[src/rtl/core/periodic_lattice_neighbor_index_assert.svh]
// ---------------------------------------------------------------------------
// Assertion macros for the lattice neighbor index block
// Clocked property checks; they compile away when SYNTHESIS is defined.
// ---------------------------------------------------------------------------
`ifndef PERIODIC_LATTICE_NEIGHBOR_INDEX_ASSERT_SVH
`define PERIODIC_LATTICE_NEIGHBOR_INDEX_ASSERT_SVH

`ifndef SYNTHESIS
`define PLNI_ASSERT(lbl, clk, rstn, prop, msg) \
  lbl: assert property (@(posedge clk) disable iff (!rstn) prop) else $error(msg);
`define PLNI_ASSERT_VLD(lbl, clk, rstn, vld, cond, msg) \
  lbl: assert property (@(posedge clk) disable iff (!rstn) (vld) |-> (cond)) else $error(msg);
`else
`define PLNI_ASSERT(lbl, clk, rstn, prop, msg)
`define PLNI_ASSERT_VLD(lbl, clk, rstn, vld, cond, msg)
`endif

`endif

[src/rtl/core/plni_pkg.sv]
`timescale 1ns / 1ps
// ---------------------------------------------------------------------------
// plni_pkg
// Shared widths, reset values, register codes and helpers.
// ---------------------------------------------------------------------------
package plni_pkg;

  localparam int MAX_DIMS_DEF = 4;
  localparam int MAX_SIDE_DEF = 256;

  localparam int SITE_W     = 32;
  localparam int DIR_W      = 3;
  localparam int LEN_W      = 8;
  localparam int BOND_W     = 34;
  localparam int PW_W       = 34;
  localparam int DIMS_W     = 3;
  localparam int SIDE_W     = 9;
  localparam int CFG_DATA_W = 9;

  localparam int DIMS_RST = 2;
  localparam int SIDE_RST = 16;

  // quotient bits resolved per divider stage
  localparam int DIV_STEPS = 8;

  localparam logic [PW_W-1:0] VOL_CAP = 34'h2_0000_0000;

  typedef enum logic [0:0] {
    REG_DIMS = 1'b0,
    REG_SIDE = 1'b1
  } cfg_reg_t;

  // base**k, saturated at the volume cap
  function automatic logic [PW_W-1:0] pow_sat(input int unsigned base, input int unsigned k);
    logic [PW_W+31:0] acc;
    acc = (PW_W+32)'(1);
    for (int unsigned i = 0; i < k; i++) begin
      acc = acc * (PW_W+32)'(base);
      if (acc > (PW_W+32)'(VOL_CAP)) begin
        acc = (PW_W+32)'(VOL_CAP);
      end
    end
    return acc[PW_W-1:0];
  endfunction

endpackage

[src/rtl/core/plni_geom.sv]
`timescale 1ns / 1ps
// ---------------------------------------------------------------------------
// plni_geom
// Configuration registers and derived lattice geometry (axis weights, volume).
// ---------------------------------------------------------------------------
module plni_geom import plni_pkg::*; #(
  parameter int MAX_DIMS = MAX_DIMS_DEF,
  parameter int MAX_SIDE = MAX_SIDE_DEF,
  parameter int LW       = $clog2(MAX_SIDE + 1),
  parameter int DW       = $clog2(MAX_DIMS + 1)
) (
  input  logic                  clk,
  input  logic                  rst_n,
  input  logic                  cfg_we,
  input  cfg_reg_t              cfg_idx,
  input  logic [CFG_DATA_W-1:0] cfg_wdata,
  output logic [DW-1:0]         eff_d,
  output logic [LW-1:0]         eff_side,
  output logic [PW_W-1:0]       pw [MAX_DIMS+1],
  output logic [PW_W-1:0]       lm [MAX_DIMS],
  output logic [PW_W-1:0]       vol
);

  localparam int L0 = (SIDE_RST > MAX_SIDE) ? MAX_SIDE : SIDE_RST;
  localparam int D0 = (DIMS_RST > MAX_DIMS) ? MAX_DIMS : DIMS_RST;

  logic [DIMS_W-1:0] dims_r;
  logic [SIDE_W-1:0] side_r;
  logic [PW_W-1:0]   pw_r   [1:MAX_DIMS];
  logic [PW_W-1:0]   pw_nxt [1:MAX_DIMS];
  logic [PW_W-1:0]   lm_r   [MAX_DIMS];
  logic [PW_W-1:0]   lm_nxt [MAX_DIMS];
  logic [PW_W-1:0]   vol_r;
  logic [PW_W-1:0]   vol_nxt;

  always_comb begin
    if (dims_r == '0) begin
      eff_d = DW'(1);
    end else if (int'(dims_r) > MAX_DIMS) begin
      eff_d = DW'(MAX_DIMS);
    end else begin
      eff_d = DW'(dims_r);
    end
    if (int'(side_r) < 2) begin
      eff_side = LW'(2);
    end else if (int'(side_r) > MAX_SIDE) begin
      eff_side = LW'(MAX_SIDE);
    end else begin
      eff_side = LW'(side_r);
    end
  end

  always_comb begin
    pw[0] = PW_W'(1);
    for (int k = 1; k <= MAX_DIMS; k++) begin
      pw[k] = pw_r[k];
    end
  end

  // each weight is registered from the one below it, so it follows that weight in the next cycle
  always_comb begin
    logic [PW_W+LW-1:0] prod;
    for (int k = 1; k <= MAX_DIMS; k++) begin
      prod = (PW_W+LW)'(pw[k-1]) * (PW_W+LW)'(eff_side);
      pw_nxt[k] = (prod > (PW_W+LW)'(VOL_CAP)) ? VOL_CAP : prod[PW_W-1:0];
    end
    for (int j = 0; j < MAX_DIMS; j++) begin
      lm_nxt[j] = PW_W'((PW_W+LW)'(pw[j]) * (PW_W+LW)'(eff_side - LW'(1)));
    end
    vol_nxt = pw[eff_d];
  end

  always_ff @(posedge clk) begin
    if (!rst_n) begin
      dims_r <= DIMS_W'(DIMS_RST);
      side_r <= SIDE_W'(SIDE_RST);
      for (int k = 1; k <= MAX_DIMS; k++) begin
        pw_r[k] <= pow_sat(L0, k);
      end
      for (int j = 0; j < MAX_DIMS; j++) begin
        lm_r[j] <= PW_W'(64'(L0 - 1) * 64'(pow_sat(L0, j)));
      end
      vol_r <= pow_sat(L0, D0);
    end else begin
      if (cfg_we) begin
        unique case (cfg_idx)
          REG_DIMS: dims_r <= cfg_wdata[DIMS_W-1:0];
          REG_SIDE: side_r <= cfg_wdata[SIDE_W-1:0];
        endcase
      end
      pw_r  <= pw_nxt;
      lm_r  <= lm_nxt;
      vol_r <= vol_nxt;
    end
  end

  assign lm  = lm_r;
  assign vol = vol_r;

endmodule

[config.mk]
export PLATFORM = sky130hd
export DESIGN_NAME = plni_geom
export DESIGN_NICKNAME = d
export VERILOG_FILES = /design/src/rtl/core/periodic_lattice_neighbor_index_assert.svh /design/src/rtl/core/plni_pkg.sv /design/src/rtl/core/plni_geom.sv
export SDC_FILE = /design/constraint.sdc
export NUM_CORES = 2
export LEC_CHECK = 0
export BUFFER_PORTS_ARGS = -buffer_cell sky130_fd_sc_hd__buf_2
export CORE_MARGIN = 5
export CORE_UTILIZATION = 50
export CTS_BUF_LIST = sky130_fd_sc_hd__clkbuf_4 sky130_fd_sc_hd__clkbuf_8
export CTS_CLUSTER_DIAMETER = 120
export DETAILED_ROUTE_END_ITERATION = 6
export GPL_TIMING_DRIVEN = 0
export PLACE_DENSITY = 0.78
export SKIP_LAST_GASP = 1
export SYNTH_ARGS = -nofsm -noshare
export SYNTH_HDL_FRONTEND = slang
export SYNTH_SLANG_ARGS = --single-unit
export TNS_END_PERCENT = 100
[constraint.sdc]
create_clock -name clk -period 7.94 [get_ports clk]
set_clock_uncertainty 0.15 [all_clocks]
set_input_delay 0.397 -clock clk [delete_from_list [all_inputs] [get_ports clk]]
set_output_delay 0.397 -clock clk [all_outputs]
set_load 0.1 [all_outputs]
==> flow_metrics.tcl <==
set metrics [dict create \
    status "finished, violations left" \
    failed_checks "capacitance limit, slew limit, setup timing" \
    final_hold_viol_count 0 \
    placed_cells 7209 \
    crit_top_cell "fa_1" \
    fill_cells 8262 \
    core_um2 96600 \
    ys_async_sr_fraction 0 \
    grt_max_degree 26 \
    cts-root-buf "clkbuf_8" \
    syn_inst 5446 \
    crit_path_end_kind "flop" \
    vias 41300 \
    start_util 0.504 \
    grt_pass1_wl_um 255000 \
    cts_tree "done" \
    slowest_stage "fa_1" \
    ios 365 \
    fin_crit_ns 8.64 \
    r2r_end "lm[56]" \
    syn_area_per_cell_um2 8.93 \
    die_x_um 322 \
    p_leak_uw 0.0283 \
    grt_use_total 0.328 \
    areaGrowthSynthToFinish_pct 15.4 \
    placed_cell_area_um2 52600 \
    hold_depth 4 \
    first_pass_iters 6 \
    pre_cts_ws_ns -2.86 \
    drc_errors 0 \
    grt_overflow 0 \
    drv_cap 1 \
    clk_latency_ns 0.77 \
    syn-cell-area_um2 48600 \
    synth_edf_count 0 \
    cts-htree-levels 2 \
    io_buffers 288 \
    clockBufferDepth 3 \
    reg2reg_from "side_r[7]" \
    worstSetupEndpoint "lm[56]" \
    worst_slew_pin_slew_ns 1.53 \
    routed_wl_um 172000 \
    cp.arrival_ns 9.03 \
    r2r_cells 30 \
    drv_slew 11 \
    gp_congestion 1.05 \
    routed_via_density 5.57 \
    ys_ff_latch 252 \
    max_slew_margin -0.0194 \
    clk_pin_slew_ns 0.06 \
    cp_top_family "adder cells" \
    finalSetupTns_ns -8.11 \
    avgRoutedWirePerCell_um 23.2 \
    critical_path_required_ns 8.33 \
    cp_max_fo 7 \
    drive_gt1_frac 0.137 \
    ant_nets 0 \
    ff_latch_area_um2 5060 \
    reg2reg_slack_ns -0.70 \
    cts.sinks 252 \
    design_area_um2 56100 \
    slowest_delay_ns 0.54 \
    power_density_nw_per_um2 446 \
    layout.cells.non_filler 7414 \
    hp-class "in -> reg" \
    nets 7497 \
    worstSetupStartpoint "side_r[7]" \
    multi_input_area_um2 39500 \
    start_kind "flop" \
    antenna_found_initial 19 \
    yosys_warnings 0 \
    synth_cell_types 85 \
    synth_seq_area_share 0.104 \
    timing.final.crit_share 1.09 \
    ir_drop_mv 1.82 \
    setup_violations 16 \
    final_core_util 0.581 \
    first_iter_violations 4006 \
    criticalPathCategory "reg -> reg" \
    row_count 114 \
    dp_hpwl_um 132000 \
    layout_setup_ws_ns -0.701 \
    cts_inserted_buffers 51 \
    path_buf_inv 6 \
    dieHeight_um 322 \
    max_freq_mhz 116 \
    ys.flop_type "dfxtp_1" \
    grt_pass1_vias 42300 \
    worst-path-stages 30 \
    rsz0062_at_grt "true" \
    dieArea_um2 104000 \
]
area by class of cell:
| type | instances | area share |
|---|---|---|
| timing repair buffer | 391 | 0.0425 |
| tap | 1276 | 0.0285 |
| multi-input combinational | 3941 | 0.704 |
| clock buffer | 69 | 0.0160 |
| sequential | 252 | 0.0902 |
| inverter | 1054 | 0.0706 |
| clock inverter | 21 | 0.00417 |
| buffer | 389 | 0.0433 |
| antenna | 21 | 0.000937 |
worst min-delay path, delay by kind of cell:
family / cells / cell delay [ns]
buf+inv: 2 / 0.42
mux: 1 / 0.06
simple gates: 1 / 0.12
logic make-up (layout without fill, tap and decap cells):
group / Yosys count / after routing / synth area share
AO/OA/AOI/OAI: 509 / 509 / 0.0693
flip-flops: 252 / 252 / 0.104
other: 2 / 222 / 0.000154
adder cells (fa/ha/maj): 1407 / 1407 / 0.503
multiplexers: 35 / 35 / 0.00723
buffers and inverters: 1452 / 1924 / 0.121
AND/OR/NAND/NOR: 1654 / 1654 / 0.171
XOR/XNOR: 135 / 135 / 0.0246
flip-flops by register name, summed over array words and instances (netlist names):
signal,cells
side_r,9
dims_r,3
pw,94
vol,34
lm,112
stage by stage:
stage | hold slack [ns] | total power, uW
floorplan | 0.318 | 15500
global placement | 0.305 | 18200
detailed placement | 0.313 | 18800
CTS | 0.0747 | 22900
global route | 0.116 | 27100
finish | 0.132 | 25000
worst min path at each step:
stage | start | end | slack, ns
after CTS | rst_n | vol[9] | 0.07
after floorplan | side_r[6] | side_r[6] | 0.32
after global placement | pw[27] | vol[27] | 0.31
final | rst_n | pw[86] | 0.13
after global routing | rst_n | vol[9] | 0.12
after detailed placement | pw[14] | vol[14] | 0.31
power breakdown:
| group | internal [uW] | switching, uW |
|---|---|---|
| logic | 8890 | 12900 |
| registers | 1580 | 64.5 |
| clock network | 844 | 726 |
routing by layer:
layer | vias to the layer above | GRT usage | share of wire
li1 | 17600 | - | -
met5 | - | 0.00556 | 0.00045
met1 | 20400 | 0.420 | 0.37
met4 | 4 | 0.186 | 0.071
met2 | 2660 | 0.461 | 0.41
met3 | 626 | 0.143 | 0.15
synth_stat cells (5+ instances only):
| master | number | share of area |
|---|---|---|
| nor2b_1 | 47 | 0.0060 |
| or2_2 | 6 | 0.00077 |
| nand3b_1 | 7 | 0.0011 |
| o21ai_1 | 5 | 0.00051 |
| nor3b_1 | 11 | 0.0017 |
| o211ai_1 | 12 | 0.0019 |
| nor4_1 | 6 | 0.00077 |
| xor2_1 | 56 | 0.010 |
| a22o_1 | 12 | 0.0022 |
| a211o_1 | 9 | 0.0016 |
| nand2b_1 | 66 | 0.0085 |
| a211oi_1 | 37 | 0.0057 |
| inv_1 | 1052 | 0.081 |
| a21boi_0 | 6 | 0.00093 |
| nand2_1 | 639 | 0.049 |
| and2_1 | 462 | 0.059 |
| o2111ai_1 | 11 | 0.0020 |
| ha_1 | 487 | 0.13 |
| nor2_1 | 182 | 0.014 |
| fa_1 | 917 | 0.38 |
| o41ai_1 | 5 | 0.00090 |
| clkbuf_1 | 240 | 0.019 |
| xnor2_1 | 78 | 0.014 |
| buf_1 | 40 | 0.0031 |
| buf_4 | 111 | 0.017 |
| a21oi_1 | 147 | 0.015 |
| a31o_2 | 9 | 0.0016 |
| and4_1 | 5 | 0.00090 |
| mux2i_1 | 34 | 0.0070 |
| o31ai_1 | 9 | 0.0014 |
| or3_1 | 9 | 0.0012 |
| a31oi_1 | 21 | 0.0027 |
| o21a_1 | 24 | 0.0037 |
| o21bai_1 | 21 | 0.0032 |
| nor3_1 | 45 | 0.0046 |
| or4_1 | 6 | 0.00093 |
| a21o_1 | 56 | 0.0086 |
| nand4_1 | 10 | 0.0013 |
| and3_1 | 90 | 0.012 |
| nand3_1 | 45 | 0.0046 |
| dfxtp_1 | 252 | 0.10 |
| o21ai_0 | 84 | 0.0086 |
repair_timing:
| action | in CTS | in global routing |
|---|---|---|
| hold buffers | 20 | 0 |
| endpoints found under the setup margin | 96 | 68 |
| pin swaps | 55 | 55 |
| gates resized for setup | 197 | 134 |
| buffers inserted | 55 | 27 |
| endpoints found under the hold margin | 12 | 0 |
cell usage in the layout, fill, tap and decap left out, drive strengths merged, types with 12 or more instances in the layout:
master and count:
inv 1057, fa 917, nand2 639, buf 528
ha 487, and2 463, clkbuf 300, dfxtp 252
conb 201, nor2 182, a21oi 148, and3 90
o21ai 89, xnor2 78, nand2b 67, a21o 56
xor2 56, nor3 49, nor2b 47, nand3 45
a211oi 40, mux2i 34, o21a 25, diode 21
o21bai 21, a31oi 21, dlygate4sd3 20, o211ai 12
a22o 12, o2111ai 12
No activity file was read; power rests on OpenSTA's default activity.
