$ cat src/rtl/core/periodic_lattice_neighbor_index_assert.svh
// ---------------------------------------------------------------------------
// Assertion macros for the lattice neighbor index block
// Clocked property checks; they compile away when SYNTHESIS is defined.
// ---------------------------------------------------------------------------
`ifndef PERIODIC_LATTICE_NEIGHBOR_INDEX_ASSERT_SVH
`define PERIODIC_LATTICE_NEIGHBOR_INDEX_ASSERT_SVH

`ifndef SYNTHESIS
`define PLNI_ASSERT(lbl, clk, rstn, prop, msg) \
  lbl: assert property (@(posedge clk) disable iff (!rstn) prop) else $error(msg);
`define PLNI_ASSERT_VLD(lbl, clk, rstn, vld, cond, msg) \
  lbl: assert property (@(posedge clk) disable iff (!rstn) (vld) |-> (cond)) else $error(msg);
`else
`define PLNI_ASSERT(lbl, clk, rstn, prop, msg)
`define PLNI_ASSERT_VLD(lbl, clk, rstn, vld, cond, msg)
`endif

`endif

$ cat src/rtl/core/plni_pkg.sv
`timescale 1ns / 1ps
// ---------------------------------------------------------------------------
// plni_pkg
// Shared widths, reset values, register codes and helpers.
// ---------------------------------------------------------------------------
package plni_pkg;

  localparam int MAX_DIMS_DEF = 4;
  localparam int MAX_SIDE_DEF = 256;

  localparam int SITE_W     = 32;
  localparam int DIR_W      = 3;
  localparam int LEN_W      = 8;
  localparam int BOND_W     = 34;
  localparam int PW_W       = 34;
  localparam int DIMS_W     = 3;
  localparam int SIDE_W     = 9;
  localparam int CFG_DATA_W = 9;

  localparam int DIMS_RST = 2;
  localparam int SIDE_RST = 16;

  // quotient bits resolved per divider stage
  localparam int DIV_STEPS = 8;

  localparam logic [PW_W-1:0] VOL_CAP = 34'h2_0000_0000;

  typedef enum logic [0:0] {
    REG_DIMS = 1'b0,
    REG_SIDE = 1'b1
  } cfg_reg_t;

  // base**k, saturated at the volume cap
  function automatic logic [PW_W-1:0] pow_sat(input int unsigned base, input int unsigned k);
    logic [PW_W+31:0] acc;
    acc = (PW_W+32)'(1);
    for (int unsigned i = 0; i < k; i++) begin
      acc = acc * (PW_W+32)'(base);
      if (acc > (PW_W+32)'(VOL_CAP)) begin
        acc = (PW_W+32)'(VOL_CAP);
      end
    end
    return acc[PW_W-1:0];
  endfunction

endpackage

$ cat src/rtl/core/plni_nbr.sv
`timescale 1ns / 1ps
`include "periodic_lattice_neighbor_index_assert.svh"
// ---------------------------------------------------------------------------
// plni_nbr
// Offset, bond, parity and neighbor search over the extracted digits.
// ---------------------------------------------------------------------------
module plni_nbr import plni_pkg::*; #(
  parameter int MAX_DIMS = MAX_DIMS_DEF,
  parameter int LW       = 9,
  parameter int DW       = 3
) (
  input  logic              clk,
  input  logic              rst_n,
  input  logic              adv,
  input  logic              in_v,
  input  logic [SITE_W-1:0] site,
  input  logic [SITE_W-1:0] other_site,
  input  logic [DIR_W-1:0]  dir,
  input  logic [LEN_W-1:0]  length,
  input  logic [LW-1:0]     digit [MAX_DIMS],
  input  logic [DW-1:0]     eff_d,
  input  logic [LW-1:0]     eff_side,
  input  logic [PW_W-1:0]   pw [MAX_DIMS+1],
  input  logic [PW_W-1:0]   lm [MAX_DIMS],
  input  logic [PW_W-1:0]   vol,
  output logic              out_v,
  output logic [SITE_W-1:0] offset_site,
  output logic [BOND_W-1:0] bond_index,
  output logic              parity_odd,
  output logic [DIR_W-1:0]  found_dir,
  output logic              dir_found,
  output logic              range_error
);

  localparam int JW = (MAX_DIMS > 1) ? $clog2(MAX_DIMS) : 1;
  localparam int XW = ((DW + 1 > DIR_W) ? DW + 1 : DIR_W) + 1;
  localparam int TW = ((LW > LEN_W) ? LW : LEN_W) + 2;
  localparam int PRW = TW + 1 + PW_W + 1;

  // stage 1: digit move, range check, parity, all nearest neighbors
  logic [XW-1:0]     dir_x, d_x, j_x;
  logic              fwd;
  logic [JW-1:0]     jsel, ax;
  logic [LW-1:0]     c;
  logic [TW-1:0]     t, c_x, len_x, l_x;
  logic signed [TW:0] delta;
  logic              par, err;
  logic [PW_W-1:0]   nbf [MAX_DIMS];
  logic [PW_W-1:0]   nbb [MAX_DIMS];

  always_comb begin
    dir_x = XW'(dir);
    d_x   = XW'(eff_d);
    fwd   = dir_x < d_x;
    j_x   = fwd ? (d_x - dir_x - XW'(1)) : (dir_x - d_x);
    jsel  = JW'(j_x);
    ax    = fwd ? JW'(dir_x) : JW'(d_x - XW'(1) - j_x);
    c     = digit[jsel];
    c_x   = TW'(c);
    len_x = TW'(length);
    l_x   = TW'(eff_side);
    if (fwd) begin
      t = c_x + len_x;
      if (t >= l_x) begin
        t = t - l_x;
      end
    end else if (c_x >= len_x) begin
      t = c_x - len_x;
    end else begin
      t = c_x + l_x - len_x;
    end
    delta = $signed({1'b0, t}) - $signed({1'b0, c_x});
    err = ({2'b0, site} >= vol) || ({2'b0, other_site} >= vol) ||
          (dir_x >= (d_x << 1)) || (len_x >= l_x);
    par = 1'b0;
    for (int j = 0; j < MAX_DIMS; j++) begin
      if (j < int'(eff_d)) begin
        par = par ^ digit[j][0];
      end
    end
    for (int j = 0; j < MAX_DIMS; j++) begin
      nbf[j] = (digit[j] == LW'(eff_side - LW'(1))) ? ({2'b0, site} - lm[j])
                                                      : ({2'b0, site} + pw[j]);
      nbb[j] = (digit[j] == '0) ? ({2'b0, site} + lm[j]) : ({2'b0, site} - pw[j]);
    end
  end

  logic              e1_v_r;
  logic [SITE_W-1:0] e1_site_r, e1_other_r;
  logic              e1_fwd_r, e1_par_r, e1_err_r;
  logic [JW-1:0]     e1_jsel_r, e1_ax_r;
  logic signed [TW:0] e1_delta_r;
  logic [PW_W-1:0]   e1_nbf_r [MAX_DIMS];
  logic [PW_W-1:0]   e1_nbb_r [MAX_DIMS];

  // stage 2: weight multiply, bond base, neighbor compares
  logic signed [PRW-1:0] prod;
  logic [SITE_W-1:0]     off_add;
  logic [BOND_W-1:0]     axv, base;
  logic [MAX_DIMS-1:0]   mf, mb;

  always_comb begin
    prod    = PRW'(e1_delta_r) * $signed({1'b0, pw[e1_jsel_r]});
    off_add = prod[SITE_W-1:0];
    axv     = BOND_W'((BOND_W+JW)'(e1_ax_r) * (BOND_W+JW)'(vol));
    base    = e1_fwd_r ? {2'b0, e1_site_r} : e1_nbb_r[e1_jsel_r];
    for (int j = 0; j < MAX_DIMS; j++) begin
      mf[j] = e1_nbf_r[j] == {2'b0, e1_other_r};
      mb[j] = e1_nbb_r[j] == {2'b0, e1_other_r};
    end
  end

  logic                e2_v_r;
  logic [SITE_W-1:0]   e2_site_r, e2_off_r;
  logic [BOND_W-1:0]   e2_axv_r, e2_base_r;
  logic                e2_par_r, e2_err_r;
  logic [MAX_DIMS-1:0] e2_mf_r, e2_mb_r;

  // stage 3: final sums and lowest matching direction
  logic             hit, found;
  logic [DIR_W-1:0] fd;

  always_comb begin
    found = 1'b0;
    fd    = '0;
    hit   = 1'b0;
    for (int i = 2 * MAX_DIMS - 1; i >= 0; i--) begin
      if (i < 2 * int'(eff_d)) begin
        if (i < int'(eff_d)) begin
          hit = e2_mf_r[int'(eff_d) - 1 - i];
        end else begin
          hit = e2_mb_r[i - int'(eff_d)];
        end
        if (hit) begin
          found = 1'b1;
          fd    = DIR_W'(i);
        end
      end
    end
  end

  logic              out_v_r;
  logic [SITE_W-1:0] off_r;
  logic [BOND_W-1:0] bond_r;
  logic              par_r, found_r, err_r;
  logic [DIR_W-1:0]  fd_r;

  always_ff @(posedge clk) begin
    if (!rst_n) begin
      e1_v_r  <= 1'b0;
      e2_v_r  <= 1'b0;
      out_v_r <= 1'b0;
    end else if (adv) begin
      e1_v_r  <= in_v;
      e2_v_r  <= e1_v_r;
      out_v_r <= e2_v_r;
    end
  end

  always_ff @(posedge clk) begin
    if (adv) begin
      e1_site_r  <= site;
      e1_other_r <= other_site;
      e1_fwd_r   <= fwd;
      e1_jsel_r  <= jsel;
      e1_ax_r    <= ax;
      e1_delta_r <= delta;
      e1_par_r   <= par;
      e1_err_r   <= err;
      e1_nbf_r   <= nbf;
      e1_nbb_r   <= nbb;

      e2_site_r <= e1_site_r;
      e2_off_r  <= off_add;
      e2_axv_r  <= axv;
      e2_base_r <= base;
      e2_par_r  <= e1_par_r;
      e2_err_r  <= e1_err_r;
      e2_mf_r   <= mf;
      e2_mb_r   <= mb;

      // drop all result fields on a range error
      err_r   <= e2_err_r;
      off_r   <= e2_err_r ? '0 : (e2_site_r + e2_off_r);
      bond_r  <= e2_err_r ? '0 : (e2_axv_r + e2_base_r);
      par_r   <= e2_err_r ? 1'b0 : e2_par_r;
      found_r <= e2_err_r ? 1'b0 : found;
      fd_r    <= e2_err_r ? '0 : fd;
    end
  end

  assign out_v       = out_v_r;
  assign offset_site = off_r;
  assign bond_index  = bond_r;
  assign parity_odd  = par_r;
  assign found_dir   = fd_r;
  assign dir_found   = found_r;
  assign range_error = err_r;

  `PLNI_ASSERT_VLD(a_err_clean, clk, rst_n, out_v && range_error, !dir_found && offset_site == '0 && bond_index == '0, "range error with live result")
  `PLNI_ASSERT(a_e2_to_out, clk, rst_n, adv && e2_v_r |=> out_v, "transaction lost before output")
  `PLNI_ASSERT_VLD(a_found_in_range, clk, rst_n, out_v && dir_found, XW'(found_dir) < (XW'(eff_d) << 1), "found direction beyond lattice")

endmodule

$ cat config.mk
export PLATFORM = sky130hd
export DESIGN_NAME = plni_nbr
export DESIGN_NICKNAME = d
export VERILOG_FILES = /design/src/rtl/core/plni_pkg.sv /design/src/rtl/core/plni_nbr.sv
export VERILOG_INCLUDE_DIRS = /design/src /design/src/rtl/core
export SDC_FILE = /design/constraint.sdc
export NUM_CORES = 2
export LEC_CHECK = 0
export BUFFER_PORTS_ARGS = -buffer_cell sky130_fd_sc_hd__buf_2
export CORE_ASPECT_RATIO = 0.8
export CORE_MARGIN = 8
export CORE_UTILIZATION = 55
export DETAILED_ROUTE_END_ITERATION = 16
export PLACE_DENSITY = 0.75
export SETUP_SLACK_MARGIN = 0.2
export SLEW_MARGIN = 10
export SYNTH_ARGS = -nofsm -noshare
export SYNTH_HDL_FRONTEND = slang
export SYNTH_SLANG_ARGS = --single-unit
$ cat constraint.sdc
create_clock -name clk -period 22.7 [get_ports clk]
set_clock_uncertainty 0.2 [all_clocks]
set_input_delay 4.54 -clock clk [delete_from_list [all_inputs] [get_ports clk]]
set_output_delay 4.54 -clock clk [all_outputs]
set_load 0.02 [all_outputs]
==> results_dict.tcl <==
set metrics [dict create \
    wl_mm 215 \
    cts_htree_levels 3 \
    post-route-min-period_ps 13180 \
    clkLatencyLatePin_ps 650 \
    finalSetupViolations 0 \
    critPathLaunchType "input port" \
    cts_made_buffers 67 \
    status "finished, final reports clean" \
    cap_violations 0 \
    synth_edf_count 569 \
    postSynth.asyncResetShare 0 \
    design_area_sq_um 65300 \
    worstPathRequired_ps 22880 \
    remaining_drc_errors 0 \
    via_per_inst 6.27 \
    ctsHoldBuffers 0 \
    drt_iter0_drc 6329 \
    synth_cells 6166 \
    end_kind "flop" \
    tightest_slew_ps 1110 \
    die_x_um 382 \
    root_buffer "clkbuf_16" \
    dpl_cell_area_sq_um 63000 \
    postRouteAntennaNets 0 \
    synth.net_count 7452 \
    wl_per_cell_um 26.5 \
    ys_seq_area_frac 0.291 \
    grt_max_degree 108 \
    crit_type "in -> reg" \
    hold_viol 0 \
    syn-cell-area_sq_um 59000 \
    grt_pass1_vias 48600 \
    reg2reg_slack_ps 14330 \
    rows 107 \
    post_synth_num_cell_types 93 \
    io_pins 540 \
    dieArea_sq_um 118000 \
    grt_setup_unrepaired "false" \
    dr.pass1.iters 6 \
    grt_overflow_total 0 \
    ys_ff_latch 572 \
    antenna_found_initial 54 \
    clk_pin_slew_ps 60 \
    fin_nets 7882 \
    grt_usage 0.352 \
    cts_setup_buffers 0 \
    initial_core_util 0.555 \
    synth_warnings 0 \
    drv_slew 0 \
    gp_congestion 1.04 \
    max_freq_ghz 0.0759 \
    num_vias 50900 \
    clk_path_buf_depth 3 \
    die_h_um 309 \
    grt_pass1_wl_mm 310 \
    max_stage_delay_ps 780 \
    cts-resized-gates 0 \
    cp_slowest_cell "xnor2_2" \
    clock-sinks 572 \
    crit_arrival_ps 13360 \
    period_share 0.581 \
    drive_above_1_share 0.133 \
    syn-mean-instance-area_sq_um 9.57 \
    relSlewSlack 0.256 \
    min_path_type "reg -> reg" \
    synthFlopType "edfxtp_1" \
    syn_to_final_growth_pct 10.7 \
    post-dp-hpwl_mm 180 \
    fin_setup_tns_ps 0 \
    cts_tree "yes" \
    path_max_fanout 21 \
    coreArea_sq_um 106000 \
    portBuffers 505 \
]
-- state kept, by name, summed over array words and instances (netlist names), 2 cells and up --
signal	flops
e2_off_r	32
e1_site_r	32
e2_base_r	34
e2_axv_r	34
e1_jsel_r	2
e2_mb_r	4
bond_index	34
e2_mf_r	4
offset_site	32
e2_site_r	32
e1_delta_r	12
e1_other_r	32
e1_nbf_r	136
e1_ax_r	2
found_dir	3
e1_nbb_r	136
-- per-stage QoR --
step / std cells / utilization / worst slack (ps) / hold slack (ps)
6_report: 8108 / 0.614 / 9520 / 221
5_1_grt: 8088 / 0.614 / 8910 / 232
4_1_cts: 8066 / 0.613 / 9590 / 220
3_5_place_dp: 7944 / 0.592 / 8920 / 206
3_3_place_gp: 7944 / 0.592 / 9030 / 203
2_1_floorplan: 6166 / - / 10460 / 200
-- path summary, 6_finish.rpt --
kind                                from                  endpoint  cells after the start
setup / recovery                eff_d[1]  e1_delta_r[10]$_DFFE_PP_                     36
hold / removal        e1_err_r$_DFFE_PP_        e2_err_r$_DFFE_PP_                      0
setup reg to reg  e1_jsel_r[1]$_DFFE_PP_    e2_off_r[30]$_DFFE_PP_                     21
hold reg to reg       e1_err_r$_DFFE_PP_        e2_err_r$_DFFE_PP_                      0
-- synthesized netlist by cell type, drive strengths merged (12+ instances only) --
| master | n | area, sq um |
|---|---|---|
| or4 | 18 | 151 |
| a31oi | 35 | 219 |
| buf | 39 | 178 |
| a21oi | 415 | 2080 |
| nor3 | 135 | 686 |
| o21bai | 46 | 345 |
| o21ai | 317 | 1590 |
| nand4 | 80 | 507 |
| edfxtp | 569 | 17100 |
| o211ai | 24 | 180 |
| nand3 | 77 | 385 |
| a211oi | 44 | 335 |
| mux2 | 78 | 878 |
| nor4 | 83 | 602 |
| xnor2 | 479 | 4220 |
| and2 | 158 | 988 |
| ha | 556 | 6960 |
| a211o | 17 | 149 |
| inv | 448 | 1680 |
| or2 | 19 | 119 |
| fa | 263 | 5270 |
| mux4 | 77 | 1740 |
| a21boi | 18 | 135 |
| o21a | 73 | 548 |
| nand2 | 558 | 2090 |
| a21o | 189 | 1420 |
| nor2 | 424 | 1590 |
| and3 | 32 | 200 |
| mux2i | 56 | 573 |
| or3 | 32 | 201 |
| xor2 | 301 | 2640 |
| o31ai | 24 | 180 |
| clkbuf | 153 | 574 |
| nand2b | 85 | 532 |
| nor2b | 74 | 463 |
| a2111oi | 12 | 118 |
-- cell usage in the layout, fill, tap and decap left out, types with 70 or more instances in the layout --
master    count
nor4_1       70
mux4_2       76
xnor2_1     475
fa_1        263
mux2_2       78
xor2_1      301
nor2b_1      74
nand2_1     558
nand4_1      79
nand2b_1     85
nand3_1      76
inv_1       446
edfxtp_1    569
buf_2       504
nor2_1      424
a21oi_1     413
nor3_1      132
o21a_1       73
and2_1      157
a21o_1      189
o21ai_0     314
ha_1        556
-- routing by layer --
layer,global-route usage,part of all wire
met1,0.487,0.40
met2,0.519,0.42
met3,0.0822,0.12
met4,0.179,0.059
met5,0,0.00046
-- cell type report --
cell class	instances	area, sq um
repair buffers	553	2910
inverters	448	1680
fillers	9178	41100
clock inverters	48	504
multi-input cells	4954	39500
flip-flops and latches	572	17100
clock buffers	74	1720
well taps	1417	1770
diodes	42	105
-- logic make-up (layout without fill, tap and decap cells) --
kind of cell | Yosys count | in the layout | synth area share
muxes | 211 | 211 | 0.0540
other | 0 | 42 | 0
adders and majority gates | 819 | 819 | 0.207
and+or+nand+nor | 1818 | 1818 | 0.150
xor gates and xnor gates | 780 | 780 | 0.116
buffers and inverters | 640 | 1123 | 0.0412
AOI/OAI and AO/OA | 1326 | 1326 | 0.141
DFF | 572 | 572 | 0.291
-- worst max-delay path: cells and delay by family --
family,cells,cell delay [ps]
AOI/OAI and AO/OA,14,2350
and+or+nand+nor,9,2110
adders and majority gates,5,1600
xor gates and xnor gates,3,1210
buffers and inverters,4,830
muxes,1,720
Power is not shown: default switching activity piles up to over one toggle a cycle in this logic, so the estimate is an artifact.
