**config.mk**
```make
export PLATFORM = sky130hd
export DESIGN_NAME = plni_div
export DESIGN_NICKNAME = d
export VERILOG_FILES = /design/src/rtl/core/plni_pkg.sv /design/src/rtl/core/plni_div.sv
export VERILOG_INCLUDE_DIRS = /design/src /design/src/rtl/core
export SDC_FILE = /design/constraint.sdc
export NUM_CORES = 1
export LEC_CHECK = 0
export BUFFER_PORTS_ARGS = -buffer_cell sky130_fd_sc_hd__buf_2
export CORE_MARGIN = 5
export CORE_UTILIZATION = 65
export DETAILED_ROUTE_END_ITERATION = 6
export GPL_TIMING_DRIVEN = 0
export PLACE_DENSITY = 0.94
export SETUP_SLACK_MARGIN = 0.3
export SLEW_MARGIN = 20
export SYNTH_ARGS = -nofsm -noshare
export SYNTH_HDL_FRONTEND = slang
export SYNTH_SLANG_ARGS = --single-unit
```
**constraint.sdc**
```tcl
create_clock -name clk -period 24.5 [get_ports clk]
set_clock_uncertainty 0.15 [all_clocks]
set_input_delay 4.9 -clock clk [delete_from_list [all_inputs] [get_ports clk]]
set_output_delay 4.9 -clock clk [all_outputs]
set_load 0.005 [all_outputs]
```
**src/rtl/core/periodic_lattice_neighbor_index_assert.svh**
```systemverilog
// ---------------------------------------------------------------------------
// Assertion macros for the lattice neighbor index block
// Clocked property checks; they compile away when SYNTHESIS is defined.
// ---------------------------------------------------------------------------
`ifndef PERIODIC_LATTICE_NEIGHBOR_INDEX_ASSERT_SVH
`define PERIODIC_LATTICE_NEIGHBOR_INDEX_ASSERT_SVH

`ifndef SYNTHESIS
`define PLNI_ASSERT(lbl, clk, rstn, prop, msg) \
  lbl: assert property (@(posedge clk) disable iff (!rstn) prop) else $error(msg);
`define PLNI_ASSERT_VLD(lbl, clk, rstn, vld, cond, msg) \
  lbl: assert property (@(posedge clk) disable iff (!rstn) (vld) |-> (cond)) else $error(msg);
`else
`define PLNI_ASSERT(lbl, clk, rstn, prop, msg)
`define PLNI_ASSERT_VLD(lbl, clk, rstn, vld, cond, msg)
`endif

`endif

```
**src/rtl/core/plni_pkg.sv**
```systemverilog
`timescale 1ns / 1ps
// ---------------------------------------------------------------------------
// plni_pkg
// Shared widths, reset values, register codes and helpers.
// ---------------------------------------------------------------------------
package plni_pkg;

  localparam int MAX_DIMS_DEF = 4;
  localparam int MAX_SIDE_DEF = 256;

  localparam int SITE_W     = 32;
  localparam int DIR_W      = 3;
  localparam int LEN_W      = 8;
  localparam int BOND_W     = 34;
  localparam int PW_W       = 34;
  localparam int DIMS_W     = 3;
  localparam int SIDE_W     = 9;
  localparam int CFG_DATA_W = 9;

  localparam int DIMS_RST = 2;
  localparam int SIDE_RST = 16;

  // quotient bits resolved per divider stage
  localparam int DIV_STEPS = 8;

  localparam logic [PW_W-1:0] VOL_CAP = 34'h2_0000_0000;

  typedef enum logic [0:0] {
    REG_DIMS = 1'b0,
    REG_SIDE = 1'b1
  } cfg_reg_t;

  // base**k, saturated at the volume cap
  function automatic logic [PW_W-1:0] pow_sat(input int unsigned base, input int unsigned k);
    logic [PW_W+31:0] acc;
    acc = (PW_W+32)'(1);
    for (int unsigned i = 0; i < k; i++) begin
      acc = acc * (PW_W+32)'(base);
      if (acc > (PW_W+32)'(VOL_CAP)) begin
        acc = (PW_W+32)'(VOL_CAP);
      end
    end
    return acc[PW_W-1:0];
  endfunction

endpackage

```
**src/rtl/core/plni_div.sv**
```systemverilog
`timescale 1ns / 1ps
`include "periodic_lattice_neighbor_index_assert.svh"
// ---------------------------------------------------------------------------
// plni_div
// Pipelined restoring divider by the side length, with a sideband payload.
// ---------------------------------------------------------------------------
module plni_div import plni_pkg::*; #(
  parameter int LW    = 9,
  parameter int AUX_W = 1
) (
  input  logic              clk,
  input  logic              rst_n,
  input  logic              adv,
  input  logic              in_v,
  input  logic [SITE_W-1:0] in_num,
  input  logic [LW-1:0]     divisor,
  input  logic [AUX_W-1:0]  in_aux,
  output logic              out_v,
  output logic [SITE_W-1:0] out_q,
  output logic [LW-1:0]     out_r,
  output logic [AUX_W-1:0]  out_aux
);

  localparam int NSTG = SITE_W / DIV_STEPS;

  logic              v_r     [NSTG];
  logic [SITE_W-1:0] num_r   [NSTG];
  logic [SITE_W-1:0] num_nxt [NSTG];
  logic [SITE_W-1:0] num_src [NSTG];
  logic [LW-1:0]     rem_r   [NSTG];
  logic [LW-1:0]     rem_nxt [NSTG];
  logic [LW-1:0]     rem_src [NSTG];
  logic [AUX_W-1:0]  aux_r   [NSTG];

  always_comb begin
    num_src[0] = in_num;
    rem_src[0] = '0;
    for (int s = 1; s < NSTG; s++) begin
      num_src[s] = num_r[s-1];
      rem_src[s] = rem_r[s-1];
    end
  end

  // shift the dividend through the remainder, quotient bits fill from the bottom
  always_comb begin
    logic [SITE_W-1:0] n;
    logic [LW-1:0]     r;
    logic [LW:0]       w;
    for (int s = 0; s < NSTG; s++) begin
      n = num_src[s];
      r = rem_src[s];
      for (int k = 0; k < DIV_STEPS; k++) begin
        w = {r, n[SITE_W-1]};
        n = {n[SITE_W-2:0], 1'b0};
        if (w >= {1'b0, divisor}) begin
          r    = LW'(w - {1'b0, divisor});
          n[0] = 1'b1;
        end else begin
          r = w[LW-1:0];
        end
      end
      num_nxt[s] = n;
      rem_nxt[s] = r;
    end
  end

  always_ff @(posedge clk) begin
    if (!rst_n) begin
      for (int s = 0; s < NSTG; s++) begin
        v_r[s] <= 1'b0;
      end
    end else if (adv) begin
      v_r[0] <= in_v;
      for (int s = 1; s < NSTG; s++) begin
        v_r[s] <= v_r[s-1];
      end
    end
  end

  always_ff @(posedge clk) begin
    if (adv) begin
      num_r    <= num_nxt;
      rem_r    <= rem_nxt;
      aux_r[0] <= in_aux;
      for (int s = 1; s < NSTG; s++) begin
        aux_r[s] <= aux_r[s-1];
      end
    end
  end

  assign out_v   = v_r[NSTG-1];
  assign out_q   = num_r[NSTG-1];
  assign out_r   = rem_r[NSTG-1];
  assign out_aux = aux_r[NSTG-1];

  `PLNI_ASSERT_VLD(a_rem_below_div, clk, rst_n, out_v, out_r < divisor, "remainder not below divisor")
  `PLNI_ASSERT(a_enter_stage, clk, rst_n, adv && in_v |=> v_r[0], "transaction lost at divider entry")
  `PLNI_ASSERT(a_stall_hold, clk, rst_n, !adv && out_v |=> out_v && $stable(out_r), "divider moved while stalled")

endmodule

```
==> metrics.txt, run 1 <==
# TYPE chip_impl_metric gauge
chip_impl_metric{name="hold_path_depth",unit=""} 0
chip_impl_metric{name="detailedRoute.firstIterationViolations",unit=""} 1415
chip_impl_metric{name="path_max_fanout",unit=""} 32
chip_impl_metric{name="setup_violations",unit=""} 0
chip_impl_info{name="netlist_top_cells_area",value="sky130_fd_sc_hd__edfxtp_1, sky130_fd_sc_hd__ha_1, sky130_fd_sc_hd__mux2_2"} 1
chip_impl_metric{name="worst_pin_slew",unit="ns"} 0.797
chip_impl_metric{name="clock_tree.htree_level_count",unit=""} 4
chip_impl_info{name="cell_with_the_biggest_individual_delay_on_the_critical_path",value="sky130_fd_sc_hd__buf_4"} 1
chip_impl_metric{name="area_growth",unit="%"} 8.81
chip_impl_metric{name="clock_insertion_delay_worst_skew",unit="ns"} 0.46
chip_impl_metric{name="antennaDiodeCount",unit=""} 0
chip_impl_metric{name="worst_r2r_path_depth",unit=""} 77
chip_impl_metric{name="numPlacedInstances",unit=""} 2648
chip_impl_metric{name="num_vias",unit=""} 17200
chip_impl_metric{name="portBuffers",unit=""} 88
chip_impl_metric{name="maxSlewViolCount",unit=""} 0
chip_impl_metric{name="worst_setup_slack_after_layout",unit="ns"} 1.06
chip_impl_metric{name="yosysUniqueCellTypes",unit=""} 99
chip_impl_metric{name="final_design_area_no_fill",unit="um2"} 22500
chip_impl_metric{name="layout.filler_cells",unit=""} 2192
chip_impl_info{name="synth_top_flop_cell",value="sky130_fd_sc_hd__edfxtp_1"} 1
chip_impl_metric{name="syn-cell-area",unit="um2"} 20700
chip_impl_metric{name="final_nets",unit=""} 2624
chip_impl_info{name="clock-root-buffer",value="sky130_fd_sc_hd__clkbuf_16"} 1
chip_impl_info{name="status",value="finished, final reports clean"} 1
chip_impl_metric{name="max_slew_margin",unit="%"} 46.9
chip_impl_metric{name="fin_setup_tns",unit="ns"} 0
chip_impl_metric{name="detailed_place_hpwl",unit="um"} 37500
chip_impl_metric{name="worst-endpoint-required",unit="ns"} 24.56
chip_impl_metric{name="layout_min_cycle_time",unit="ns"} 23.44
chip_impl_metric{name="core",unit="um2"} 31500
chip_impl_metric{name="cp_num_buf_inv",unit=""} 11
chip_impl_info{name="rr_startpoint",value="num_r[95]"} 1
chip_impl_info{name="final_common_cell",value="sky130_fd_sc_hd__ha_1"} 1
chip_impl_info{name="worstReg2RegEnd",value="rem_r[11]"} 1
chip_impl_metric{name="cts.sink_count",unit=""} 172
chip_impl_metric{name="chipHeight",unit="um"} 188
chip_impl_info{name="layout.cells.most_common_list",value="sky130_fd_sc_hd__ha_1, sky130_fd_sc_hd__a21oi_1, sky130_fd_sc_hd__edfxtp_1"} 1
chip_impl_metric{name="dpl-instance-area",unit="um2"} 21900
chip_impl_metric{name="synth-edff-count",unit=""} 169
chip_impl_metric{name="cts-hold-fix-buffers",unit=""} 0
chip_impl_info{name="worstSetupPathType",value="in2reg"} 1
chip_impl_metric{name="postSynthNetCount",unit=""} 2506
chip_impl_metric{name="yosys_reg_bits",unit=""} 172
chip_impl_metric{name="boundaryPins",unit=""} 89
chip_impl_metric{name="global_route.usage.total",unit="%"} 27.6
chip_impl_metric{name="critPathMaxStageDelay",unit="ns"} 0.52
chip_impl_metric{name="antenna_found_initial",unit=""} 0
chip_impl_metric{name="rrSetupSlack",unit="ns"} 5.69
chip_impl_info{name="setup_repair_after_global_routing_missed_its_margin",value="no"} 1
chip_impl_metric{name="post_synth.cell_area_avg",unit="um2"} 9.63
chip_impl_metric{name="place.gp.congestion",unit=""} 0.925
chip_impl_metric{name="post_synth_inst_count",unit=""} 2148
chip_impl_metric{name="overflow",unit=""} 0
chip_impl_metric{name="synth_seq_area_share",unit="%"} 24.8
chip_impl_metric{name="vias_per_cell",unit=""} 6.40
chip_impl_info{name="endpoint_kind",value="flip-flop"} 1
chip_impl_info{name="critPathLaunchType",value="primary input"} 1
chip_impl_metric{name="die_width",unit="um"} 188
chip_impl_info{name="hold-path-endpoint",value="num_r[94]"} 1
chip_impl_metric{name="grt_first_pass_wirelength",unit="um"} 82100
chip_impl_info{name="worst_path_dominant_cell_family",value="compound AO/OA/AOI/OAI gates"} 1
chip_impl_metric{name="cts_buffers",unit=""} 17
chip_impl_info{name="tritoncts_clock_tree",value="done"} 1
chip_impl_metric{name="yosysTopAreaCellShare",unit="%"} 24.5
chip_impl_metric{name="ctsLongestPathBuffers",unit=""} 2
chip_impl_metric{name="rows",unit=""} 65
chip_impl_metric{name="max_cap_viol_count",unit=""} 0
chip_impl_metric{name="final-hold-violation-count",unit=""} 0
chip_impl_metric{name="final_cycle_utilization_of_the_critical_path",unit="%"} 95.7
chip_impl_info{name="min-delay-start",value="num_nxt[94]"} 1
chip_impl_metric{name="max_freq",unit="MHz"} 42.7
chip_impl_info{name="synth_top_area_cell",value="sky130_fd_sc_hd__edfxtp_1"} 1
chip_impl_metric{name="detailedRoute.firstPassIterationCount",unit=""} 6
chip_impl_metric{name="pre_cts_slack",unit="ns"} 0.304
chip_impl_metric{name="initial_core_util",unit="%"} 65.7
chip_impl_info{name="hold_path_class",value="reg2reg"} 1
chip_impl_metric{name="final_layout_size_suffix_gt1_share",unit="%"} 18.2
chip_impl_metric{name="routed_wl",unit="um"} 49900
chip_impl_metric{name="die_area",unit="um2"} 35500
chip_impl_metric{name="drc",unit=""} 0
chip_impl_metric{name="worst_endpoint_data_arrival_time",unit="ns"} 23.50
chip_impl_metric{name="yosys_warnings",unit=""} 0
chip_impl_metric{name="async_flop_share",unit="%"} 0
chip_impl_metric{name="post_drt_wl_per_cell",unit="um"} 18.6
chip_impl_metric{name="cts.clk_slew.worst_paths",unit="ns"} 0.08
chip_impl_metric{name="drt.antenna.violating_nets",unit=""} 0
chip_impl_metric{name="grt_pass1_vias",unit=""} 17600
chip_impl_metric{name="grt_start_max_net_pins",unit=""} 70
chip_impl_metric{name="post_layout_nonfiller_instances",unit=""} 2681
-- metrics by stage --
step / utilization (%) / hold slack (ns)
final: 71.5 / 0.268
after CTS: 71.3 / 0.270
after global placement: 68.7 / 0.250
after global routing: 71.5 / 0.274
after floorplan: - / 0.250
after detailed placement: 69.4 / 0.255
-- layer usage --
layer	share of wire, %	wire, um	GRT usage, %	up-vias
met4	3.9	1940	11.8	0
met2	50	24800	49.6	624
met1	41	20400	32.9	8193
met5	0	0	0	-
li1	-	-	-	8178
met3	5.7	2870	4.06	156
-- cell families after synthesis --
family                   share of synthesized area (%)
multiplexers                                      12.2
AO/OA/AOI/OAI                                     18.2
adder cells (fa/ha/maj)                           20.0
XOR/XNOR                                          7.96
buffers and inverters                             5.00
AND/OR/NAND/NOR                                   11.8
flip-flops                                        24.8
-- final cells by class --
cell class | count | area (um2) | area share (%)
plain buffers | 60 | 452 | 2.01
clock buffers | 17 | 425 | 1.89
clock inverters | 15 | 178 | 0.790
inverters | 153 | 587 | 2.61
multi-input cells | 1763 | 14500 | 64.6
flip-flops and latches | 172 | 5130 | 22.8
well taps | 402 | 503 | 2.24
repair buffers | 99 | 689 | 3.06
-- sequential cells by signal, indices dropped and copies added (netlist names) --
| register | cells |
|---|---|
| num_r | 24 |
| v_r | 4 |
| out_r | 9 |
| num_nxt | 72 |
| out_q | 32 |
| aux_r | 4 |
| rem_r | 27 |
-- synthesized netlist by cell type (all sizes together) (52+ instances only) --
library cell  instances
xor2                 71
xnor2               117
inv                 153
a21o                 83
nor2                155
buf                  60
mux2                158
mux2i                59
nand2               100
ha                  281
o21ai               116
a21oi               176
edfxtp              169
nand4                52
-- worst max-delay path by stage --
stage,start,end,cells past startpoint
after floorplan,divisor[1],rem_r[10],73
after global placement,divisor[1],rem_r[13],74
after detailed placement,divisor[1],rem_r[11],75
after CTS,divisor[1],rem_r[11],75
after global routing,divisor[0],rem_r[11],78
final,divisor[0],rem_r[11],77
-- what timing repair did --
action	4_1_cts	5_1_grt
setup endpoints to repair	0	29
resized for setup	0	12
buffers inserted	0	1
Power of run 1 is left out: the tool's default activity adds up to more than one toggle a clock period on the data nets, which glitch-free logic cannot reach.
==> inputs of run 2 (changes only) <==
--- a/config.mk
+++ b/config.mk
@@ -7,6 +7,7 @@
 export NUM_CORES = 1
 export LEC_CHECK = 0
 export BUFFER_PORTS_ARGS = -buffer_cell sky130_fd_sc_hd__buf_2
+export CORE_ASPECT_RATIO = 0.7
 export CORE_MARGIN = 5
 export CORE_UTILIZATION = 65
 export DETAILED_ROUTE_END_ITERATION = 6
==> constraint.sdc (replaced) <==
create_clock -name clk -period 24.5 [get_ports clk]
set_clock_uncertainty 0.15 [all_clocks]
set_input_delay 4.9 -clock clk [delete_from_list [all_inputs] [get_ports clk]]
set_output_delay 4.9 -clock clk [all_outputs]
set_load 0.01 [all_outputs]
==> run 2 against run 1 <==
Against the previous run:
- sequential share of layout area barely moved
- worst setup slack improved by 0.13 ns
- cell area barely moved
- highest routed layer unchanged
==> metrics.txt, run 2 (synthesis gave the netlist of run 1 again) <==
# TYPE chip_impl_metric gauge
chip_impl_metric{name="boundaryPins",unit=""} 89
chip_impl_metric{name="cts.sink_count",unit=""} 172
chip_impl_metric{name="worst-endpoint-required",unit="ns"} 24.56
chip_impl_metric{name="final_layout_size_suffix_gt1_share",unit="%"} 18.2
chip_impl_metric{name="worst_r2r_path_depth",unit=""} 73
chip_impl_metric{name="place.gp.congestion",unit=""} 0.962
chip_impl_metric{name="initial_core_util",unit="%"} 66.1
chip_impl_metric{name="fin_setup_tns",unit="ns"} 0
chip_impl_metric{name="clock_tree.htree_level_count",unit=""} 4
chip_impl_info{name="worstReg2RegEnd",value="rem_r[24]"} 1
chip_impl_info{name="endpoint",value="out_r[8]"} 1
chip_impl_info{name="crit_top_cell",value="sky130_fd_sc_hd__a21o_1"} 1
chip_impl_metric{name="wl_met1",unit="um"} 22100
chip_impl_metric{name="die_width",unit="um"} 223
chip_impl_metric{name="wl_met3",unit="um"} 4120
chip_impl_metric{name="detailedRoute.firstPassIterationCount",unit=""} 6
chip_impl_info{name="hold_path_class",value="reg2reg"} 1
chip_impl_info{name="worst_setup_path_startpoint",value="divisor[1]"} 1
chip_impl_metric{name="worst_setup_slack_after_layout",unit="ns"} 1.19
chip_impl_metric{name="rrSetupSlack",unit="ns"} 5.76
chip_impl_metric{name="ctsLongestPathBuffers",unit=""} 2
chip_impl_metric{name="drc",unit=""} 0
chip_impl_metric{name="die_area",unit="um2"} 35500
chip_impl_metric{name="maxSlewViolCount",unit=""} 0
chip_impl_info{name="tritoncts_clock_tree",value="done"} 1
chip_impl_metric{name="post_drt_wl_per_cell",unit="um"} 19.0
chip_impl_info{name="final_common_cell",value="sky130_fd_sc_hd__ha_1"} 1
chip_impl_info{name="clock-root-buffer",value="sky130_fd_sc_hd__clkbuf_16"} 1
chip_impl_metric{name="worst_pin_slew",unit="ns"} 0.958
chip_impl_metric{name="critPathMaxStageDelay",unit="ns"} 0.85
chip_impl_metric{name="core",unit="um2"} 31300
chip_impl_metric{name="setup_violations",unit=""} 0
chip_impl_info{name="cell_with_the_biggest_individual_delay_on_the_critical_path",value="sky130_fd_sc_hd__a221oi_1"} 1
chip_impl_info{name="top_layer",value="met4"} 1
chip_impl_info{name="setup_repair_after_global_routing_missed_its_margin",value="no"} 1
chip_impl_metric{name="cts.clk_slew.worst_paths",unit="ns"} 0.07
chip_impl_metric{name="layout_min_cycle_time",unit="ns"} 23.31
chip_impl_info{name="worstSetupPathType",value="in2reg"} 1
chip_impl_metric{name="path_max_fanout",unit=""} 35
chip_impl_metric{name="routed_wl",unit="um"} 51300
chip_impl_metric{name="dr_wl_met2",unit="um"} 23700
chip_impl_metric{name="global_route.usage.total",unit="%"} 28.1
chip_impl_metric{name="max_slew_margin",unit="%"} 36.1
chip_impl_info{name="critPathLaunchType",value="primary input"} 1
chip_impl_metric{name="detailed_place_hpwl",unit="um"} 38300
chip_impl_metric{name="overflow",unit=""} 0
chip_impl_metric{name="grt_pass1_vias",unit=""} 17300
chip_impl_metric{name="detailedRoute.firstIterationViolations",unit=""} 1734
chip_impl_metric{name="final_nets",unit=""} 2623
chip_impl_info{name="rr_startpoint",value="num_r[127]"} 1
chip_impl_metric{name="antennaDiodeCount",unit=""} 0
chip_impl_metric{name="rows",unit=""} 54
chip_impl_metric{name="portBuffers",unit=""} 88
chip_impl_metric{name="max_ffs_per_register",unit=""} 72
chip_impl_metric{name="chipHeight",unit="um"} 159
chip_impl_info{name="status",value="finished, final reports clean"} 1
chip_impl_metric{name="antenna_found_initial",unit=""} 0
chip_impl_metric{name="grt_start_max_net_pins",unit=""} 107
chip_impl_metric{name="grt_first_pass_wirelength",unit="um"} 84300
chip_impl_metric{name="max_cap_viol_count",unit=""} 0
chip_impl_metric{name="worst_endpoint_data_arrival_time",unit="ns"} 23.37
chip_impl_metric{name="cts_buffers",unit=""} 17
chip_impl_metric{name="num_vias",unit=""} 17300
chip_impl_metric{name="drt.antenna.violating_nets",unit=""} 0
chip_impl_metric{name="max_freq",unit="MHz"} 42.9
chip_impl_metric{name="final_core_utilization",unit="%"} 72.0
chip_impl_info{name="endpoint_kind",value="flip-flop"} 1
chip_impl_metric{name="pre_cts_slack",unit="ns"} 0.0367
chip_impl_metric{name="vias_per_cell",unit=""} 6.41
chip_impl_metric{name="clock_insertion_delay_worst_skew",unit="ns"} 0.48
chip_impl_metric{name="area_growth",unit="%"} 8.87
chip_impl_info{name="layout.cells.most_common_list",value="sky130_fd_sc_hd__ha_1, sky130_fd_sc_hd__a21oi_1, sky130_fd_sc_hd__edfxtp_1"} 1
chip_impl_metric{name="final_cycle_utilization_of_the_critical_path",unit="%"} 95.1
chip_impl_metric{name="final-hold-violation-count",unit=""} 0
-- run 2: metal layers --
layer,vias up,global-route usage (%)
met2,776,46.1
met5,-,0
met4,0,8.54
met3,152,5.64
met1,8174,37.8
li1,8180,-
-- run 2: through the flow --
step                hold slack [ns]  cell area [um2]  cells
floorplan                     0.250            20700   2148
global placement              0.250            21600   2656
detailed placement            0.255            21900   2665
CTS                           0.272            22500   2697
global route                  0.279            22500   2698
finish                        0.271            22500   2698
-- run 2: area by class of cell --
| class | count | area (um2) |
|---|---|---|
| repair buffers | 98 | 673 |
| clock inverters | 15 | 174 |
| fillers | 2171 | 8770 |
| multi-input cells | 1763 | 14500 |
| well taps | 420 | 526 |
| plain buffers | 60 | 454 |
| clock buffers | 17 | 425 |
| inverters | 153 | 584 |
| flip-flops and latches | 172 | 5130 |
-- run 2: repair_timing --
action	in CTS	in global routing
setup endpoints to repair	0	29
resized for setup	0	15
hold buffers	0	0
endpoints found under the hold margin	0	0
buffers inserted	0	1
-- run 2: worst min path at each step --
stage | from | endpoint | slack, ns | cells after the start
after CTS | num_nxt[52] | num_nxt[28] | 0.27 | 0
after floorplan | aux_r[0] | aux_r[1] | 0.25 | 0
after global routing | num_nxt[22] | out_q[22] | 0.28 | 0
final | num_nxt[52] | num_nxt[28] | 0.27 | 0
after detailed placement | num_nxt[47] | num_nxt[23] | 0.25 | 0
after global placement | num_nxt[92] | num_r[92] | 0.25 | 0
-- run 2: worst max-delay path, delay by kind of cell --
family                     cells  cell delay [ns]
AOI/OAI and AO/OA             35             8.61
adders and majority gates      8             3.30
buffers and inverters          8             1.56
muxes                          9             3.12
and+or+nand+nor               15             1.80
Power of run 2 is left out for the same reason.
==> inputs of run 3 (changes only) <==
--- a/config.mk
+++ b/config.mk
@@ -12,7 +12,7 @@
 export CORE_UTILIZATION = 65
 export DETAILED_ROUTE_END_ITERATION = 6
 export GPL_TIMING_DRIVEN = 0
-export PLACE_DENSITY = 0.94
+export PLACE_DENSITY = 0.83
 export SETUP_SLACK_MARGIN = 0.3
 export SLEW_MARGIN = 20
 export SYNTH_ARGS = -nofsm -noshare
==> constraint.sdc (replaced) <==
create_clock -name clk -period 24.5 [get_ports clk]
set_clock_uncertainty 0.15 [all_clocks]
set_input_delay 0 -clock clk [delete_from_list [all_inputs] [get_ports clk]]
set_output_delay 0 -clock clk [all_outputs]
set_load 0.01 [all_outputs]
==> run 3 against run 2 <==
Against the previous run:
- sequential share of layout area shrank 0.24 points
- first-iteration DRC count shrank 8.7%
- die area is the same
- count of clock-buffer cells in the layout grew 3
- worst hold slack lost 0.17 ns
- critical path depth is the same
- via count shrank 1.6%
- register-to-register slack lost 0.38 ns
- utilization grew 0.78 points
- wire length shrank 3.4%
- flip-flop and latch count is the same
- global-route usage shrank 0.73 points
==> metrics.txt, run 3 (synthesis gave the netlist of run 1 again) <==
# TYPE chip_impl_metric gauge
chip_impl_info{name="status",value="finished, final reports clean"} 1
chip_impl_metric{name="place.gp.congestion",unit=""} 0.919
chip_impl_info{name="final_common_cell",value="sky130_fd_sc_hd__ha_1"} 1
chip_impl_metric{name="die_area",unit="um2"} 35500
chip_impl_metric{name="grt_start_max_net_pins",unit=""} 76
chip_impl_metric{name="path_max_fanout",unit=""} 32
chip_impl_metric{name="worst_r2r_path_depth",unit=""} 75
chip_impl_metric{name="post_drt_wl_per_cell",unit="um"} 18.2
chip_impl_metric{name="overflow",unit=""} 0
chip_impl_metric{name="worst_pin_slew",unit="ns"} 1.16
chip_impl_info{name="rr_startpoint",value="num_r[95]"} 1
chip_impl_metric{name="worst_setup_slack_after_layout",unit="ns"} 5.24
chip_impl_metric{name="final_nets",unit=""} 2652
chip_impl_info{name="hold-path-endpoint",value="num_nxt[87]"} 1
chip_impl_metric{name="layout_min_cycle_time",unit="ns"} 19.26
chip_impl_metric{name="clock_insertion_delay_worst_skew",unit="ns"} 0.45
chip_impl_metric{name="layout.filler_cells",unit=""} 2293
chip_impl_metric{name="grt_pass1_vias",unit=""} 16600
chip_impl_metric{name="detailed_place_hpwl",unit="um"} 37500
chip_impl_metric{name="rrSetupSlack",unit="ns"} 5.38
chip_impl_metric{name="setup_violations",unit=""} 0
chip_impl_info{name="min-delay-start",value="in_num[7]"} 1
chip_impl_metric{name="chipHeight",unit="um"} 159
chip_impl_metric{name="drt.antenna.violating_nets",unit=""} 0
chip_impl_metric{name="detailedRoute.firstPassIterationCount",unit=""} 6
chip_impl_metric{name="area_growth",unit="%"} 10.0
chip_impl_metric{name="antenna_found_initial",unit=""} 0
chip_impl_metric{name="detailedRoute.firstIterationViolations",unit=""} 1584
chip_impl_metric{name="cts_buffers",unit=""} 17
chip_impl_metric{name="final_design_area_no_fill",unit="um2"} 22800
chip_impl_info{name="layout.cells.most_common_list",value="sky130_fd_sc_hd__ha_1, sky130_fd_sc_hd__a21oi_1, sky130_fd_sc_hd__edfxtp_1"} 1
chip_impl_info{name="worst_setup_path_startpoint",value="divisor[0]"} 1
chip_impl_metric{name="dpl-instance-area",unit="um2"} 21900
chip_impl_info{name="worstReg2RegEnd",value="rem_r[15]"} 1
chip_impl_metric{name="vias_per_cell",unit=""} 6.23
chip_impl_metric{name="worst_endpoint_data_arrival_time",unit="ns"} 19.30
chip_impl_metric{name="final_layout_size_suffix_gt1_share",unit="%"} 17.7
chip_impl_metric{name="hold_path_depth",unit=""} 2
chip_impl_metric{name="portBuffers",unit=""} 88
chip_impl_metric{name="initial_core_util",unit="%"} 66.1
chip_impl_metric{name="drc",unit=""} 0
chip_impl_metric{name="grt_first_pass_wirelength",unit="um"} 81700
chip_impl_metric{name="pre_cts_slack",unit="ns"} 5.17
chip_impl_metric{name="die_width",unit="um"} 223
chip_impl_metric{name="global_route.usage.total",unit="%"} 27.4
chip_impl_metric{name="final_cycle_utilization_of_the_critical_path",unit="%"} 78.6
chip_impl_info{name="critPathLaunchType",value="primary input"} 1
chip_impl_metric{name="max_cap_viol_count",unit=""} 0
chip_impl_metric{name="worst-endpoint-required",unit="ns"} 24.54
chip_impl_info{name="setup_repair_after_global_routing_missed_its_margin",value="no"} 1
chip_impl_metric{name="routed_wl",unit="um"} 49500
chip_impl_info{name="clock-root-buffer",value="sky130_fd_sc_hd__clkbuf_16"} 1
chip_impl_metric{name="max_ffs_per_register",unit=""} 72
chip_impl_metric{name="final-hold-violation-count",unit=""} 0
chip_impl_metric{name="antennaDiodeCount",unit=""} 0
chip_impl_metric{name="cts.clk_slew.worst_paths",unit="ns"} 0.07
chip_impl_metric{name="critPathMaxStageDelay",unit="ns"} 0.85
chip_impl_info{name="worstSetupPathType",value="in2reg"} 1
chip_impl_info{name="tritoncts_clock_tree",value="done"} 1
chip_impl_metric{name="cts.sink_count",unit=""} 172
chip_impl_info{name="cell_with_the_biggest_individual_delay_on_the_critical_path",value="sky130_fd_sc_hd__buf_2"} 1
chip_impl_metric{name="core",unit="um2"} 31300
chip_impl_metric{name="clock_tree.htree_level_count",unit=""} 4
chip_impl_metric{name="ctsLongestPathBuffers",unit=""} 2
chip_impl_info{name="hold_path_class",value="in2reg"} 1
chip_impl_metric{name="boundaryPins",unit=""} 89
chip_impl_metric{name="maxSlewViolCount",unit=""} 0
chip_impl_metric{name="max_slew_margin",unit="%"} 22.7
chip_impl_metric{name="max_freq",unit="MHz"} 51.9
chip_impl_metric{name="rows",unit=""} 54
chip_impl_metric{name="num_vias",unit=""} 17000
chip_impl_metric{name="cts.repair_timing.setup_buffer_count",unit=""} 0
chip_impl_metric{name="fin_setup_tns",unit="ns"} 0
chip_impl_info{name="endpoint_kind",value="flip-flop"} 1
## run 3: cell count changes in the layout (fill, tap and decap cells not counted), moves of 2 or more
cell                            before  now
sky130_fd_sc_hd__buf_2              94   97
sky130_fd_sc_hd__a211oi_1           14   16
sky130_fd_sc_hd__clkinv_8            2    0
sky130_fd_sc_hd__inv_8               5    1
sky130_fd_sc_hd__clkinvlp_4          1    3
sky130_fd_sc_hd__buf_6               9    7
sky130_fd_sc_hd__clkbuf_1            0    2
sky130_fd_sc_hd__clkinv_2            0    2
sky130_fd_sc_hd__dlygate4sd3_1       0   29
## run 3: how the worst max path moves through the flow
stage / depth (start not counted) / endpoint
after global placement: 74 / rem_r[15]
after global routing: 72 / rem_r[14]
after floorplan: 73 / rem_r[10]
after detailed placement: 75 / rem_r[14]
final: 75 / rem_r[15]
after CTS: 75 / rem_r[17]
## run 3: critical path: cells and delay by family
family | cells | cell delay, ns
mux | 10 | 3.28
compound gates | 32 | 7.88
simple gates | 15 | 2.20
fa+ha+maj | 9 | 3.35
buf+inv | 9 | 2.54
## run 3: repair_timing
action / CTS / global route
gates resized for setup: 0 / 0
hold endpoints to repair: 74 / 0
hold buffers: 29 / 0
## run 3: layout make-up
cell class	instances	area (um2)	area share, %
timing repair buffer	127	963	4.23
clock inverter	12	139	0.610
multi-input combinational	1763	14500	63.8
sequential	172	5130	22.6
buffer	60	452	1.99
tap	420	526	2.31
inverter	153	584	2.57
clock buffer	20	447	1.96
## run 3: through the flow
step,util (%),std cells,hold slack (ns)
2_1_floorplan,-,2148,-0.0511
3_3_place_gp,69.2,2656,0.0262
3_5_place_dp,69.9,2666,0.0281
4_1_cts,72.7,2727,0.0852
5_1_grt,72.7,2727,0.0926
6_report,72.7,2727,0.100
## run 3: metal layers
layer  GRT usage, %  wire (um)  vias up
li1               -          -     8229
met1           38.8      22900     8081
met2           43.9      22100      603
met3           4.75       3490       88
met4           6.74        970        0
met5              0          0        -
Power of run 3 is left out for the same reason.
